File: config.mk
export PLATFORM = sky130hd
export DESIGN_NAME = linear_probe_hash_table_unit
export DESIGN_NICKNAME = d
export VERILOG_FILES = /design/src/hdl/lpht_pkg.sv /design/src/hdl/lpht_ram.sv /design/src/hdl/lpht_dp.sv /design/src/hdl/lpht_ctrl.sv /design/src/hdl/linear_probe_hash_table_unit.sv
export SDC_FILE = /design/constraint.sdc
export NUM_CORES = 2
export LEC_CHECK = 0
export BUFFER_PORTS_ARGS = -buffer_cell sky130_fd_sc_hd__buf_4
export CAP_MARGIN = 40
export CORE_ASPECT_RATIO = 1.25
export CORE_MARGIN = 1
export CORE_UTILIZATION = 55
export CTS_CLUSTER_DIAMETER = 50
export CTS_CLUSTER_SIZE = 8
export DETAILED_ROUTE_END_ITERATION = 10
export GPL_TIMING_DRIVEN = 0
export PLACE_DENSITY = 0.7
export SLEW_MARGIN = 40
export SYNTH_ARGS = -nofsm -noshare
export SYNTH_HDL_FRONTEND = slang
export SYNTH_SLANG_ARGS = --single-unit
File: constraint.sdc
create_clock -name clk -period 6.45 [get_ports clk]
set_input_delay 0 -clock clk [delete_from_list [all_inputs] [get_ports clk]]
set_output_delay 0 -clock clk [all_outputs]
set_load 0.03 [all_outputs]
File: src/hdl/lpht_pkg.sv
`timescale 1ns / 1ps
package lpht_pkg;

	localparam int ACT_W      = 2;
	localparam int KEY_W      = 31;
	localparam int DATA_W     = 32;
	localparam int STAT_W     = 2;
	localparam int TOTAL_W    = 7;
	localparam int ENTRY_W    = 1 + KEY_W + DATA_W;
	localparam int IN_TDATA_W = 64;
	localparam int OUT_TDATA_W = 40;
	localparam int SLOTS_DEF  = 64;

	localparam logic [ACT_W-1:0] ACT_LOOKUP = 2'd0;
	localparam logic [ACT_W-1:0] ACT_INSERT = 2'd1;
	localparam logic [ACT_W-1:0] ACT_DELETE = 2'd2;

	localparam logic [STAT_W-1:0] STAT_OK     = 2'd0;
	localparam logic [STAT_W-1:0] STAT_ABSENT = 2'd1;
	localparam logic [STAT_W-1:0] STAT_FULL   = 2'd2;

	typedef struct packed {
		logic load;      // latch the accepted request
		logic mod_step;  // one step of the key reduction
		logic home;      // set up the probe at the home slot
		logic probe;     // probe pipeline runs
		logic clr;       // clearing pass write
		logic wr;        // write back the found slot
		logic emit;      // load the result register
	} cmd_t;

	typedef struct packed {
		logic mod_done;
		logic clr_last;
		logic hit;
		logic last;
		logic is_ins;
		logic is_del;
	} sts_t;

endpackage

File: src/hdl/lpht_ram.sv
`timescale 1ns / 1ps
module lpht_ram #(
	parameter int WIDTH = 8,
	parameter int DEPTH = 16
) (
	input  logic                     clk,
	input  logic                     we,
	input  logic [$clog2(DEPTH)-1:0] waddr,
	input  logic [WIDTH-1:0]         wdata,
	input  logic [$clog2(DEPTH)-1:0] raddr,
	output logic [WIDTH-1:0]         rdata
);

	logic [WIDTH-1:0] mem [DEPTH];

	always_ff @(posedge clk) begin
		if (we) begin
			mem[waddr] <= wdata;
		end
		rdata <= mem[raddr];
	end

endmodule

File: src/hdl/lpht_dp.sv
`timescale 1ns / 1ps
module lpht_dp import lpht_pkg::*; #(
	parameter int SLOTS = SLOTS_DEF
) (
	input  logic                   clk,
	input  logic                   arst_n,
	input  logic [ACT_W-1:0]       in_tuser,
	input  logic [IN_TDATA_W-1:0]  in_tdata,
	input  cmd_t                   cmd,
	output sts_t                   sts,
	output logic [STAT_W-1:0]      out_tuser,
	output logic [OUT_TDATA_W-1:0] out_tdata
);

	localparam int AW      = $clog2(SLOTS);
	localparam int CW      = $clog2(SLOTS + 1);
	localparam int RECIP_W = 32;
	localparam int PROD_W  = KEY_W + RECIP_W;
	localparam int QUO_W   = RECIP_W - AW;
	localparam bit POW2    = ((SLOTS & (SLOTS - 1)) == 0);
	localparam logic [AW-1:0] LAST_IDX = AW'(SLOTS - 1);
	// ceil(2^(KEY_W+AW) / SLOTS); key * RECIP >> (KEY_W+AW) is the exact quotient for any key
	localparam logic [63:0] RECIP64 =
		((64'd1 << (KEY_W + AW)) + 64'(SLOTS) - 64'd1) / 64'(SLOTS);
	localparam logic [RECIP_W-1:0] RECIP = RECIP_W'(RECIP64);

	logic [ACT_W-1:0]   act_q;
	logic [KEY_W-1:0]   key_q;
	logic [DATA_W-1:0]  val_q;
	logic [KEY_W-1:0]   rem_q;
	logic               step_q;
	logic [PROD_W-1:0]  prod_q;
	logic [AW-1:0]      idx_q;
	logic [CW-1:0]      issued_q;
	logic [CW-1:0]      chk_q;
	logic [CW-1:0]      cnt_q;
	logic               rd_vld_s1;
	logic [AW-1:0]      addr_s1;
	logic [AW-1:0]      hit_addr_q;
	logic               found_q;
	logic               empty_q;
	logic [DATA_W-1:0]  data_q;
	logic [STAT_W-1:0]  out_status_q;
	logic [DATA_W-1:0]  out_value_q;
	logic [TOTAL_W-1:0] out_total_q;

	logic [QUO_W-1:0]   quo_w;
	logic [KEY_W-1:0]   qmul_w;
	logic [ENTRY_W-1:0] rd_entry;
	logic               rd_valid;
	logic [KEY_W-1:0]   rd_key;
	logic [DATA_W-1:0]  rd_data;
	logic               is_ins;
	logic               is_del;
	logic               match;
	logic               stop;
	logic               issue;
	logic [AW-1:0]      idx_next;
	logic               ram_we;
	logic [AW-1:0]      ram_waddr;
	logic [ENTRY_W-1:0] ram_wdata;

	// key mod SLOTS: reciprocal multiply, then key - quotient * SLOTS
	assign quo_w  = prod_q[PROD_W-1:KEY_W+AW];
	assign qmul_w = KEY_W'(quo_w) * KEY_W'(SLOTS);

	assign rd_valid = rd_entry[ENTRY_W-1];
	assign rd_key   = rd_entry[KEY_W+DATA_W-1:DATA_W];
	assign rd_data  = rd_entry[DATA_W-1:0];

	assign is_ins = (act_q == ACT_INSERT);
	assign is_del = (act_q == ACT_DELETE);
	assign match  = rd_valid && (rd_key == key_q);
	// insert also stops on the first empty slot
	assign stop   = rd_vld_s1 && (match || (is_ins && !rd_valid));
	assign issue  = cmd.probe && (issued_q != CW'(SLOTS));
	assign idx_next = (idx_q == LAST_IDX) ? '0 : idx_q + 1'b1;

	assign sts.mod_done = POW2 || (step_q == 1'b0);
	assign sts.clr_last = (idx_q == LAST_IDX);
	assign sts.hit      = stop;
	assign sts.last     = rd_vld_s1 && (chk_q == CW'(SLOTS - 1));
	assign sts.is_ins   = is_ins;
	assign sts.is_del   = is_del;

	assign ram_we    = cmd.clr || cmd.wr;
	assign ram_waddr = cmd.clr ? idx_q : hit_addr_q;
	assign ram_wdata = (cmd.clr || is_del) ? '0 : {1'b1, key_q, val_q};

	lpht_ram #(
		.WIDTH(ENTRY_W),
		.DEPTH(SLOTS)
	) u_ram (
		.clk  (clk),
		.we   (ram_we),
		.waddr(ram_waddr),
		.wdata(ram_wdata),
		.raddr(idx_q),
		.rdata(rd_entry)
	);

	always_ff @(posedge clk or negedge arst_n) begin
		if (!arst_n) begin
			idx_q <= '0;
			cnt_q <= '0;
		end else begin
			if (cmd.home) begin
				idx_q <= rem_q[AW-1:0];
			end else if (cmd.clr || issue) begin
				idx_q <= idx_next;
			end
			if (cmd.wr) begin
				if (is_ins && empty_q) begin
					cnt_q <= cnt_q + 1'b1;
				end else if (is_del && (cnt_q != '0)) begin
					cnt_q <= cnt_q - 1'b1;
				end
			end
		end
	end

	always_ff @(posedge clk) begin
		if (cmd.load) begin
			act_q   <= in_tuser;
			key_q   <= in_tdata[KEY_W-1:0];
			val_q   <= in_tdata[KEY_W+DATA_W-1:KEY_W];
			rem_q   <= in_tdata[KEY_W-1:0];
			step_q  <= 1'b1;
			found_q <= 1'b0;
		end
		if (cmd.mod_step && !POW2) begin
			if (step_q) begin
				prod_q <= PROD_W'(key_q) * PROD_W'(RECIP);
				step_q <= 1'b0;
			end else begin
				rem_q <= key_q - qmul_w;
			end
		end
		if (cmd.home) begin
			issued_q  <= '0;
			chk_q     <= '0;
			rd_vld_s1 <= 1'b0;
		end
		if (cmd.probe) begin
			rd_vld_s1 <= issue;
			addr_s1   <= idx_q;
			if (issue) begin
				issued_q <= issued_q + 1'b1;
			end
			if (rd_vld_s1) begin
				chk_q <= chk_q + 1'b1;
			end
			if (stop) begin
				found_q    <= 1'b1;
				hit_addr_q <= addr_s1;
				empty_q    <= !rd_valid;
				data_q     <= rd_data;
			end
		end
		if (cmd.emit) begin
			out_status_q <= found_q ? STAT_OK : (is_ins ? STAT_FULL : STAT_ABSENT);
			out_value_q  <= (found_q && !is_ins && !is_del) ? data_q : '0;
			out_total_q  <= TOTAL_W'(cnt_q);
		end
	end

	assign out_tuser = out_status_q;
	assign out_tdata = {1'b0, out_total_q, out_value_q};

endmodule

File: src/hdl/lpht_ctrl.sv
`timescale 1ns / 1ps
module lpht_ctrl import lpht_pkg::*; (
	input  logic clk,
	input  logic arst_n,
	input  logic in_tvalid,
	output logic in_tready,
	output logic out_tvalid,
	input  logic out_tready,
	input  sts_t sts,
	output cmd_t cmd
);

	localparam logic [2:0] S_CLEAR = 3'd0;
	localparam logic [2:0] S_IDLE  = 3'd1;
	localparam logic [2:0] S_MOD   = 3'd2;
	localparam logic [2:0] S_HOME  = 3'd3;
	localparam logic [2:0] S_PROBE = 3'd4;
	localparam logic [2:0] S_WRITE = 3'd5;
	localparam logic [2:0] S_RESP  = 3'd6;

	logic [2:0] state_q;
	logic [2:0] state_d;
	logic       out_vld_q;
	logic       out_free;

	assign out_free   = !out_vld_q || out_tready;
	assign in_tready  = (state_q == S_IDLE);
	assign out_tvalid = out_vld_q;

	always_comb begin
		state_d      = state_q;
		cmd          = '0;
		unique case (state_q)
			S_CLEAR: begin
				cmd.clr = 1'b1;
				if (sts.clr_last) begin
					state_d = S_IDLE;
				end
			end
			S_IDLE: begin
				if (in_tvalid) begin
					cmd.load = 1'b1;
					state_d  = S_MOD;
				end
			end
			S_MOD: begin
				cmd.mod_step = 1'b1;
				if (sts.mod_done) begin
					state_d = S_HOME;
				end
			end
			S_HOME: begin
				cmd.home = 1'b1;
				state_d  = S_PROBE;
			end
			S_PROBE: begin
				cmd.probe = 1'b1;
				if (sts.hit) begin
					state_d = (sts.is_ins || sts.is_del) ? S_WRITE : S_RESP;
				end else if (sts.last) begin
					state_d = S_RESP;
				end
			end
			S_WRITE: begin
				cmd.wr  = 1'b1;
				state_d = S_RESP;
			end
			S_RESP: begin
				if (out_free) begin
					cmd.emit = 1'b1;
					state_d  = S_IDLE;
				end
			end
			default: begin
				state_d = S_IDLE;
			end
		endcase
	end

	always_ff @(posedge clk or negedge arst_n) begin
		if (!arst_n) begin
			state_q   <= S_CLEAR;
			out_vld_q <= 1'b0;
		end else begin
			state_q <= state_d;
			if (cmd.emit) begin
				out_vld_q <= 1'b1;
			end else if (out_tready) begin
				out_vld_q <= 1'b0;
			end
		end
	end

	a_accept_starts_reduction: assert property (@(posedge clk) disable iff (!arst_n)
		(in_tvalid && in_tready) |=> (state_q == S_MOD))
		else $error("accepted request did not start key reduction");

	a_hit_ends_probe: assert property (@(posedge clk) disable iff (!arst_n)
		(state_q == S_PROBE && sts.hit) |=> (state_q == S_WRITE || state_q == S_RESP))
		else $error("probe kept running after a hit");

	a_miss_ends_probe: assert property (@(posedge clk) disable iff (!arst_n)
		(state_q == S_PROBE && sts.last && !sts.hit) |=> (state_q == S_RESP))
		else $error("probe kept running after a full wrap");

	a_result_posted: assert property (@(posedge clk) disable iff (!arst_n)
		(state_q == S_RESP && !out_vld_q) |=> (out_vld_q && state_q == S_IDLE))
		else $error("result not posted with an empty output register");

endmodule

File: src/hdl/linear_probe_hash_table_unit.sv
`timescale 1ns / 1ps
// Flow: a transfer in is taken in idle, the key is reduced mod SLOTS by reciprocal multiply (a
// no-op if SLOTS is a power of two), then the probe reads slots from the home slot, one per cycle
// through the registered RAM read port, until a hit or SLOTS slots; insert/delete hits write back.
// One request in flight; the result posts once the output register is free, and s_axis_tready
// rises in the same cycle as m_axis_tvalid. Reset: asynchronous, active low; afterwards a
// clearing pass writes every slot empty with s_axis_tready low, and the entry count starts at zero.
module linear_probe_hash_table_unit import lpht_pkg::*; #(
	parameter int SLOTS = SLOTS_DEF
) (
	input  logic                   clk,
	input  logic                   arst_n,
	input  logic                   s_axis_tvalid,
	output logic                   s_axis_tready,
	input  logic [IN_TDATA_W-1:0]  s_axis_tdata,  // key[30:0], value[62:31], zero[63]
	input  logic [ACT_W-1:0]       s_axis_tuser,  // action[1:0]
	output logic                   m_axis_tvalid,
	input  logic                   m_axis_tready,
	output logic [OUT_TDATA_W-1:0] m_axis_tdata,  // read_value[31:0], entry_total[38:32], zero[39]
	output logic [STAT_W-1:0]      m_axis_tuser   // status[1:0]
);

	cmd_t cmd;
	sts_t sts;

	lpht_ctrl u_ctrl (
		.clk       (clk),
		.arst_n    (arst_n),
		.in_tvalid (s_axis_tvalid),
		.in_tready (s_axis_tready),
		.out_tvalid(m_axis_tvalid),
		.out_tready(m_axis_tready),
		.sts       (sts),
		.cmd       (cmd)
	);

	lpht_dp #(
		.SLOTS(SLOTS)
	) u_dp (
		.clk      (clk),
		.arst_n   (arst_n),
		.in_tuser (s_axis_tuser),
		.in_tdata (s_axis_tdata),
		.cmd      (cmd),
		.sts      (sts),
		.out_tuser(m_axis_tuser),
		.out_tdata(m_axis_tdata)
	);

endmodule
==> run summary <==
Buffers on Ports -> 111
clock sinks -> 4,344
initial core utilization -> 0.554
Layout Nets -> 7,819
pins over their slew limit -> 0
WS Path Type -> reg -> reg
post-route ant nets -> 0
critical path's slowest cell -> nor2_4
startpoint types -> register
Avg Vias per Cell -> 6.93
Static Leak -> 63.9 nW
Die H -> 612 um
fin crit share -> 0.814
met2 Track Usage GR -> 0.528
WL final -> 483 mm
most used routing layer -> met2
CP Buf/Inv Count -> 7
clk slew on worst S/H paths -> 0.05 ns
Post-CTS Setup Inserts -> 0
failing checks -> DRC
share of layout cells above drive strength 1 -> 0.367
GR Overflow Total -> 0
Std-Cell Core Area -> 0.296 mm^2
synthesized net count -> 6,533
Worst EP required -> 7.08 ns
Critical Path End Type -> register
die area -> 0.300 mm^2
Max Fclk -> 191 MHz
syn avg cell area -> 25.4 um^2
Distinct cells, synth -> 56
Hold Slack -> 0.0806 ns
Wirelength per Cell -> 40.3 um
most frequent cells in the layout -> 4,248 x edfxtp_1, 1,344 x mux4_2, 637 x clkbuf_16
Setup Skew -> 0.0610 ns
CTS H-tree depth -> 6
final setup violation count -> 0
Detailed Route Iter0 Violations -> 13,000
fin util -> 0.669
Clock Tree Buf Depth -> 4
CTS Hold Bufs -> 135
Routability Congestion -> 0.810
Async SR Flop Fraction -> 0.00391
Global Route Usage Sum -> 0.324
CTS tree -> done
die width -> 490 um
RSZ-0062 raised after global routing -> no
post-cts gate resize count -> 0
worst skew pair latency -> 0.97 ns
Setup Total Neg Slack -> 0 ns
Area Overhead vs Synth -> 20.8%
largest net degree at the start of global routing -> 65
# DRC -> 5
CTS Buf Count -> 623
Max Cap Viol -> 0
overall power -> 93.9 mW
Max VDD drop -> 481 uV
crit-path cells -> clkbuf_1 > clkbuf_2 > clkbuf_4 > clkbuf_2 > nand3_1 > o21ai_0 > nand2_1 > nor2_4 > buf_16 > buf_16 > buf_8
met1 Use GR -> 0.391
Ports -> 114
HPWL after detailed placement -> 303 mm
Final min period -> 5.25 ns
cell area after synthesis -> 0.164 mm^2
worst-margin pin slew -> 0.935 ns
slowest cell delay on critical path -> 0.74 ns
GR Util met3 -> 0.0850
vias in the first global route -> 85,200
Final Hold Viols -> 0
Yosys warning count -> 0
total power density per cell area -> 474 mW/mm^2
Detailed Routing Iterations Pass 1 -> 11
via count -> 83,000
arrival time worst endpoint -> 5.87 ns
Sequential Power Share -> 0.387
Fillers -> 17,300
most common cell after layout, fill and taps aside -> edfxtp_1
initial antenna violation count -> 33
EDFF count, synth -> 4,248
switching power total -> 28.8 mW
post-synthesis register bit count -> 4,344
Sw Share -> 0.307
sequential-to-total area share from yosys stat -> 0.791
Main synth FF type -> edfxtp_1
status -> complete, but fails checks
worst hold path class -> in -> reg
first-pass GRT wire length -> 665 mm
Clk pwr share -> 0.316
CP top delay family -> buffers and inverters
Pint -> 65.1 mW
headroom to the max-slew limit -> 0.375
# rows -> 223
Crit Path Max Fanout -> 14
clock root buffer -> clkbuf_16
Post-Synthesis Cells -> 6,450
Comb pwr share -> 0.296
-- cells in the mapped netlist (all sizes together), types with 3 or more instances --
master	instances	area (um^2)
edfxtp	4248	128000
mux4	1344	30300
clkbuf	207	777
buf	116	609
and2	97	607
nor2	82	308
dfxtp	79	1580
nand2	43	161
xnor2	35	307
o21ai	22	110
a21oi	18	93.8
nand3	18	90.1
dfrtp	17	425
inv	14	52.6
nand4	13	81.3
ha	12	150
nor3	7	35.0
mux2	6	67.6
mux2i	6	60.1
nand2b	6	37.5
and3	5	31.3
o21a	5	37.5
a21o	4	30.0
nor3b	4	30.0
or3	4	25.0
xor2	4	35.0
nor2b	3	18.8
nor4	3	18.8
o31ai	3	22.5
-- power groups by stage --
stage | Clock (mW) | Sequential, mW | Combinational, mW
after floorplan | 0 | 36.8 | 16.1
after global placement | 0 | 37.3 | 24.8
after detailed placement | 0 | 36.8 | 27.0
after CTS | 29.8 | 36.3 | 27.6
after global routing | 30.9 | 36.4 | 28.4
final | 29.7 | 36.4 | 27.8
-- per-layer routing --
metal,wire length (um),part of all wire,up-vias
li1,-,-,30600
met1,155000,0.32,43900
met2,239000,0.49,6984
met3,56300,0.12,1510
met4,32600,0.067,26
met5,173,0.00036,-
-- worst register-to-register path, cell delays in order, from the launching register on --
cell and delay [ns]:
dfrtp_1 0.38, clkbuf_1 0.20, clkbuf_2 0.55, clkbuf_4 0.66, clkbuf_2 0.68, nand3_1 0.26
o21ai_0 0.22, nand2_1 0.52, nor2_4 0.75, buf_16 0.24, buf_16 0.20, buf_8 0.22
-- worst paths after layout --
path                                         startpoint                                to  slack [ns]  cells past startpoint
max in group asynchronous                        arst_n     u_ctrl.state_q[0]$_DFFE_PN0P_        6.16                      4
min in group asynchronous                        arst_n         u_dp.idx_q[1]$_DFFE_PN0P_        0.11                      4
min reg2reg                u_dp.u_ram.rdata[29]$_DFF_P_         u_dp.data_q[29]$_DFFE_PP_        0.39                      0
max                           u_dp.idx_q[1]$_DFFE_PN0P_  u_dp.u_ram.mem[58][34]$_DFFE_PP_        1.20                     11
max reg2reg                   u_dp.idx_q[1]$_DFFE_PN0P_  u_dp.u_ram.mem[58][34]$_DFFE_PP_        1.20                     11
min                                       m_axis_tready     u_ctrl.out_tvalid$_DFFE_PN0P_        0.08                      4
-- registers in the layout (all words and copies together) (netlist names), 7 cells and up --
| name | cells |
|---|---|
| u_dp.u_ram.mem | 4096 |
| u_dp.cnt_q | 7 |
| u_dp.u_ram.rdata | 64 |
| u_dp.val_q | 32 |
| u_dp.out_total_q | 7 |
| u_dp.chk_q | 7 |
| u_dp.data_q | 32 |
| u_dp.issued_q | 7 |
| u_dp.out_value_q | 32 |
| u_dp.rem_q | 31 |
-- kinds of logic (layout without fill, tap and decap cells) --
family	Yosys count	count (layout)	share of synthesized area
adder cells (fa/ha/maj)	13	13	0.00104
AO/OA/AOI/OAI	69	69	0.00263
other	1	38	0.0000229
flip-flops	4344	4344	0.791
XOR/XNOR	39	39	0.00208
buffers and inverters	337	1890	0.00878
multiplexers	1356	1356	0.186
AND/OR/NAND/NOR	291	291	0.00910
-- metrics by stage --
step,instance area [um^2],worst slack [ns],instances
2_1_floorplan,164000,1.33,6450
3_3_place_gp,170000,-7.15,10500
3_5_place_dp,179000,1.70,10900
4_1_cts,198000,1.59,11900
5_1_grt,198000,1.31,11900
6_report,198000,1.20,12000
-- final cells by class --
type | count | area (um^2) | share of cell area
plain buffers | 323 | 1630 | 0.00822
inverters | 14 | 52.6 | 0.000266
multi-input cells | 1769 | 33600 | 0.170
clock inverters | 45 | 646 | 0.00326
diodes | 37 | 92.6 | 0.000468
repair buffers | 661 | 10600 | 0.0538
well taps | 3937 | 4930 | 0.0249
flip-flops and latches | 4344 | 130000 | 0.655
clock buffers | 847 | 16800 | 0.0847
Note: power is estimated with default switching activity, not from simulation.
